$ cat src/rtl/pebs_pkg.sv
// ----------------------------------------------------------------------------
// pebs_pkg
// Shared widths, register indexes, stage enable type and helpers for the
// particle euler bounce step core.
// ----------------------------------------------------------------------------
`default_nettype none

package pebs_pkg;

    localparam int COORD_BITS = 12;
    localparam int VEL_W      = 32;
    localparam int AGE_W      = 24;
    localparam int DT_W       = 24;
    localparam int DAMP_W     = 17;
    localparam int ALPHA_W    = 8;
    localparam int CFG_IDX_W  = 3;
    localparam int CFG_DATA_W = 24;

    // position sum: sign, coordinate and up to 24 bits of move
    localparam int POS_SUM_W  = 27;

    // pipeline depth in register stages
    localparam int DEPTH      = 10;

    // configuration register indexes
    localparam logic [CFG_IDX_W-1:0] REG_TIME_STEP     = 3'd0;
    localparam logic [CFG_IDX_W-1:0] REG_LIFESPAN      = 3'd1;
    localparam logic [CFG_IDX_W-1:0] REG_DAMPING_GAIN  = 3'd2;
    localparam logic [CFG_IDX_W-1:0] REG_SCREEN_WIDTH  = 3'd3;
    localparam logic [CFG_IDX_W-1:0] REG_SCREEN_HEIGHT = 3'd4;

    // reset values
    localparam logic [DT_W-1:0]       TIME_STEP_RST     = 24'd1092;
    localparam logic [AGE_W-1:0]      LIFESPAN_RST      = 24'd327680;
    localparam logic [DAMP_W-1:0]     DAMPING_GAIN_RST  = 17'd52429;
    localparam logic [COORD_BITS-1:0] SCREEN_WIDTH_RST  = COORD_BITS'(640);
    localparam logic [COORD_BITS-1:0] SCREEN_HEIGHT_RST = COORD_BITS'(480);

    // one advance enable per pipeline stage
    typedef logic [DEPTH-1:0] stage_en_t;

    // finished motion of one particle
    typedef struct packed {
        logic [COORD_BITS-1:0]   pos_x;
        logic [COORD_BITS-1:0]   pos_y;
        logic signed [VEL_W-1:0] vel_x;
        logic signed [VEL_W-1:0] vel_y;
    } kin_t;

    // saturate to signed 32 bits
    function automatic logic signed [VEL_W-1:0] sat32(input logic signed [63:0] x);
        logic signed [VEL_W-1:0] r;
        if (x > 64'sd2147483647)
        begin
            r = 32'sh7fffffff;
        end
        else if (x < -64'sd2147483648)
        begin
            r = 32'sh80000000;
        end
        else
        begin
            r = x[VEL_W-1:0];
        end
        return r;
    endfunction

endpackage

`default_nettype wire

$ cat src/rtl/pebs_fade.sv
// ----------------------------------------------------------------------------
// pebs_fade
// Age advance, expiry test and fade alpha, the alpha from a restoring divider
// that settles one quotient bit per stage over eight stages.
// ----------------------------------------------------------------------------
`default_nettype none

module pebs_fade (
    input  wire logic                               clk,
    input  wire pebs_pkg::stage_en_t                en,
    input  wire logic [pebs_pkg::AGE_W-1:0]         age_in,
    input  wire logic [pebs_pkg::DT_W-1:0]          time_step,
    input  wire logic [pebs_pkg::AGE_W-1:0]         lifespan,
    output logic [pebs_pkg::AGE_W-1:0]              new_age,
    output logic [pebs_pkg::ALPHA_W-1:0]            fade_alpha,
    output logic                                    expired
);

    localparam int AW = pebs_pkg::AGE_W;
    localparam int QW = pebs_pkg::ALPHA_W;

    logic [AW:0]     age_sum;
    logic [AW-1:0]   age_s1_reg;
    logic            dead_s1;
    logic [AW-1:0]   life_left;

    // index 0 is stage 2, index 8 is the last stage
    logic [31:0]     rem_reg  [0:QW];
    logic [QW-1:0]   quot_reg [0:QW];
    logic            dead_reg [0:QW];
    logic [AW-1:0]   age_reg  [0:QW];

    always_comb
    begin
        age_sum   = {1'b0, age_in} + {1'b0, time_step};
        dead_s1   = (age_s1_reg >= lifespan);
        life_left = lifespan - age_s1_reg;
    end

    always_ff @(posedge clk)
    begin
        if (en[0])
        begin
            age_s1_reg <= age_sum[AW] ? '1 : age_sum[AW-1:0];
        end
        if (en[1])
        begin
            // 255 * remaining life
            rem_reg[0]  <= dead_s1 ? 32'd0 : 32'({life_left, 8'd0}) - 32'(life_left);
            quot_reg[0] <= '0;
            dead_reg[0] <= dead_s1;
            age_reg[0]  <= age_s1_reg;
        end
    end

    for (genvar s = 0; s < QW; s++)
    begin : g_div
        localparam int SH = QW - 1 - s;
        logic [31:0] divisor;
        logic        take;

        always_comb
        begin
            divisor = 32'(lifespan) << SH;
            take    = (rem_reg[s] >= divisor);
        end

        always_ff @(posedge clk)
        begin
            if (en[s + 2])
            begin
                rem_reg[s + 1]  <= take ? rem_reg[s] - divisor : rem_reg[s];
                quot_reg[s + 1] <= {quot_reg[s][QW-2:0], take};
                dead_reg[s + 1] <= dead_reg[s];
                age_reg[s + 1]  <= age_reg[s];
            end
        end
    end

    assign new_age    = age_reg[QW];
    assign expired    = dead_reg[QW];
    assign fade_alpha = dead_reg[QW] ? '0 : quot_reg[QW];

endmodule

`default_nettype wire

$ cat config.mk
export PLATFORM = sky130hd
export DESIGN_NAME = pebs_fade
export DESIGN_NICKNAME = d
export VERILOG_FILES = /design/src/rtl/pebs_pkg.sv /design/src/rtl/pebs_fade.sv
export SDC_FILE = /design/constraint.sdc
export NUM_CORES = 1
export LEC_CHECK = 0
export CORE_MARGIN = 5
export CORE_UTILIZATION = 62
export CTS_CLUSTER_DIAMETER = 60
export DETAILED_ROUTE_END_ITERATION = 12
export DONT_BUFFER_PORTS = 1
export PLACE_DENSITY = 0.78
export SLEW_MARGIN = 5
export SYNTH_ARGS = -nofsm -noshare
export SYNTH_HDL_FRONTEND = slang
export SYNTH_SLANG_ARGS = --single-unit
$ cat constraint.sdc
create_clock -name clk -period 5.85 [get_ports clk]
set_input_delay 0.585 -clock clk [delete_from_list [all_inputs] [get_ports clk]]
set_output_delay 0.585 -clock clk [all_outputs]
set_load 0.01 [all_outputs]
==> After elaboration in Yosys (flattened, before gate mapping) <==
Memories as Yosys holds them, arrays and structs flattened.
Index checks and enable logic that the tools add are counted.
{ "totals": {"reg_bits": 24, "ram_bits": 585, "output_inout_bits": 33, "mem_count": 4} }
{ "mem_list": {"columns": ["name", "words", "word_bits", "read_ports", "rd_clocked_by_memory_dff", "write_ports", "line_no", "rtl"], "rows": [
  ["rem_reg", 9, 32, 8, 0, 9, "pebs_fade.sv:28", "logic [31:0] rem_reg [0:QW];"],
  ["age_reg", 9, 24, 9, 0, 9, "pebs_fade.sv:31", "logic [AW-1:0] age_reg [0:QW];"],
  ["quot_reg", 9, 8, 9, 0, 9, "pebs_fade.sv:29", "logic [QW-1:0] quot_reg [0:QW];"],
  ["dead_reg", 9, 1, 9, 0, 9, "pebs_fade.sv:30", "logic dead_reg [0:QW];"]
]} }
{ "classes": {"n_addsub": 11, "n_lt_le_gt_ge": 9, "muxes": 28} }
{ "ops": {"columns": ["operator", "n"], "rows": [
  ["$mux 32", 9],
  ["$sub 32x24->32", 2],
  ["$ge 32x24->1", 1],
  ["$ge 32x25->1", 1],
  ["$ge 32x26->1", 1],
  ["$ge 32x27->1", 1],
  ["$ge 32x28->1", 1],
  ["$ge 32x29->1", 1],
  ["$ge 32x30->1", 1],
  ["$ge 32x31->1", 1],
  ["$sub 32x25->32", 1],
  ["$sub 32x26->32", 1],
  ["$sub 32x27->32", 1],
  ["$sub 32x28->32", 1],
  ["$sub 32x29->32", 1],
  ["$sub 32x30->32", 1],
  ["$sub 32x31->32", 1],
  ["$add 24x24->25", 1],
  ["$ge 24x24->1", 1],
  ["$sub 24x24->24", 1],
  ["$mux 1", 18],
  ["$mux 8", 1]
]} }

==> Longest topological paths before layout <==
{ "depth": {"ltp_word": 3, "mapped_depth": 22, "ltp_nobuf": 22} }

==> Worst setup path before layout <==
Ideal clock, no wire load.
{ "synth_timing": {"path_kind": "input to register", "from": "input port lifespan[0] in the netlist's numbering", "to": "memory rem_reg[0][28] (data pin)", "setup_time_ns": 0.266, "t_arrival_ns": 4.570, "required_ns": 5.584, "setup_slack_ns": 1.014, "cell_stages": 20, "path_cell_list": "inv_1 > ha_1 > inv_1 > fa_1 > a211oi_2 > o31ai_4 > o311ai_2 > a21oi_1 > xor2_1 > inv_1 > ha_1 > a21o_1 > a21o_1 > a21o_1 > o41ai_2 > o311ai_2 > o22a_1 > a211oi_2 > xor2_1 > nor2_1"} }
{ "synth_rtl": {"columns": ["element", "line_no", "rtl"], "rows": [
  ["from (decl)", "pebs_fade.sv:13", "input wire logic [pebs_pkg::AGE_W-1:0] lifespan,"],
  ["to (decl)", "pebs_fade.sv:28", null]
]} }

==> results_dict.tcl <==
set metrics [dict create \
    status "finished, final reports clean" \
    grt.total_usage 0.251 \
    drive_gt1_frac 0.0579 \
    die_x_um 235 \
    synthFlopType "edfxtp_1" \
    crit_path_frequent_cell "a21o_1" \
    max-slew-margin-rel 0.303 \
    pwr-share-comb 0.441 \
    initial_core_util 0.627 \
    die_y_um 235 \
    seq_power_share 0.360 \
    netSwitchingFraction 0.368 \
    tightest_slew_ns 1.05 \
    syn-instance-count 2814 \
    synth_cell_type_count 89 \
    endpoint_kind "register" \
    io_buffers 0 \
    fin_ws_ns 0.534 \
    rsz0062_at_grt "no" \
    grt_pass1_wl_um 113000 \
    cts_tree "done" \
    p_leak_nw 13.2 \
    power_density_nw_per_um2 504 \
    finish.net_count 3172 \
    crit_path_top_delay_cell "xor2_1" \
    holdWs_ns 0.0928 \
    gp_congestion 0.951 \
    async_reset_ff_frac 0 \
    clock_latency_ns 0.60 \
    synth-edff-count 541 \
    synth_area_um2 31500 \
    total_power_mw 17.1 \
    wl_um 71100 \
    fin_util 0.677 \
    p_switching_mw 6.30 \
    setup_viol_count_final 0 \
    dp.cells 3441 \
    cts_buffers 53 \
    multiInputGateArea_um2 14500 \
    clock.fmax_mhz 188 \
    ios 116 \
    grt_pass1_vias 22100 \
    finalSetupTns_ns 0 \
    place_ws_ns 0.332 \
    wl_per_cell_um 20.1 \
    drv_slew 0 \
    grt-ovfl-total 0 \
    cts-htree-levels 2 \
    drtIter0Drc 1672 \
    crit_type "reg2reg" \
    ir_worst_vdd_mv 0.274 \
    row_count 82 \
    cts_resized 0 \
    ys_seq_area_frac 0.517 \
    period_minus_slack_ns 5.32 \
    yosys_warnings 0 \
    cp.arrival_ns 5.65 \
    dp_hpwl_um 54500 \
    hold_viol 0 \
    coreArea_um2 50200 \
    cts_hold_buf 0 \
    skew_ns 0.0148 \
    post_cts.repair.setup_buffers 0 \
    largest_reg_flops 256 \
    instances_no_fill 3539 \
    power.share.clock 0.199 \
    critPathMaxFanout 5 \
    p_int_mw 10.8 \
    synth_seq_cells 541 \
    fill_cells 3461 \
    clkSlewWorstSetupHoldPaths_ns 0.07 \
    syn_to_final_growth_pct 7.97 \
    drt-pass1-iter-count 8 \
    fin_crit_sh 0.909 \
    grt_max_degree 65 \
    grt_antenna_before_repair 0 \
    start_kind "register" \
    worst_ep_required_time_ns 6.18 \
    syn_area_per_cell_um2 11.2 \
    vias 21800 \
    clock_sinks 541 \
    root_buffer "clkbuf_16" \
    dieArea_um2 55300 \
    slowest_delay_ns 0.50 \
    dpl_cell_area_um2 32200 \
    stdcell_area_um2 34000 \
    vias_per_cell 6.16 \
    antenna_left 0 \
    hold_class "in2reg" \
    n_antenna_cell 0 \
    maxCapViolCount 0 \
    final-seq-area_um2 16200 \
    synth_fp_nets 3162 \
    crit_chain "ha_1 -> inv_1 -> fa_1 -> a211oi_2 -> o31ai_4 -> o311ai_2 -> a21oi_1 -> xor2_1 -> inv_1 -> ha_1 -> a21o_1 -> a21o_1 -> a21o_1 -> o41ai_2 -> o311ai_2 -> o22a_1 -> a211oi_2 -> xor2_1 -> nor2_1" \
    drc_errors 0 \
    clk_path_buf_depth 3 \
]
==> synth_stat cells, drive strengths merged (36+ instances only) <==
cell type | number | area, um^2
nand2 | 224 | 841
a21oi | 222 | 1120
ha | 256 | 3200
nor3 | 58 | 290
o21a | 36 | 270
xnor2 | 133 | 1160
xor2 | 92 | 806
nor2b | 49 | 307
nor2 | 221 | 830
o21ai | 209 | 1050
inv | 140 | 526
nand3 | 51 | 255
edfxtp | 541 | 16200
clkbuf | 44 | 165
a21o | 109 | 818
nand2b | 37 | 239
==> metal layers <==
metal,part of all wire,vias up,GRT usage
met4,0.041,0,0.0961
met3,0.044,153,0.0353
met5,0,-,0
li1,-,10600,-
met1,0.39,10400,0.290
met2,0.53,638,0.474
==> cell families after synthesis <==
family,Yosys count,synth area share
AOI/OAI and AO/OA,790,0.163
and+or+nand+nor,761,0.114
DFF,541,0.517
adders and majority gates,265,0.108
xor gates and xnor gates,225,0.0627
buffers and inverters,198,0.0243
muxes,34,0.0120
==> power by group through the flow <==
stage / clock (mW) / combinational, mW / sequential [mW]
floorplan: 0 / 5.91 / 6.04
global placement: 0 / 7.11 / 6.17
CTS: 3.45 / 7.46 / 6.15
detailed placement: 0 / 7.39 / 6.21
global route: 3.63 / 8.38 / 6.24
finish: 3.40 / 7.56 / 6.16
==> worst max-delay path, delay by kind of cell (launching register included) <==
| kind | cells | cell delay [ns] |
|---|---|---|
| flops | 1 | 0.39 |
| xor+xnor | 2 | 0.67 |
| buf+inv | 2 | 0.15 |
| compound gates | 11 | 2.81 |
| fa+ha+maj | 3 | 0.97 |
| simple gates | 1 | 0.05 |
==> path summary, 6_finish.rpt <==
kind              cells after the start      startpoint               to  slack, ns
setup / recovery                     19   age_s1_reg[0]   rem_reg[0][28]       0.53
setup reg to reg                     19   age_s1_reg[0]   rem_reg[0][28]       0.53
hold / removal                        0           en[9]  quot_reg[0][71]       0.09
hold reg to reg                       0  age_reg[1][66]   age_reg[1][90]       0.40
==> final cells by class <==
type	count	area share
Timing Repair Buffer	13	0.00287
Sequential cell	541	0.478
Multi-Input combinational cell	2075	0.427
Inverter	140	0.0155
Clock inverter	38	0.0118
Clock buffer	60	0.0398
Tap cell	672	0.0248
==> placed cells by master, fill, tap and decap left out, drive strengths merged, types with 27 or more instances in the layout <==
cell type  Yosys  layout
o21ai        209     209
nor2b         49      49
clkbuf        44      60
inv          140     144
mux2          29      29
ha           256     256
a21o         109     109
xnor2        133     133
clkinv         0      27
nor3          58      58
xor2          92      92
nand2b        37      37
edfxtp       541     541
nand4         29      29
nor2         221     221
o21a          36      36
nand3         51      51
a21oi        222     222
nand2        224     224
Power figures use the tool's default switching activity.
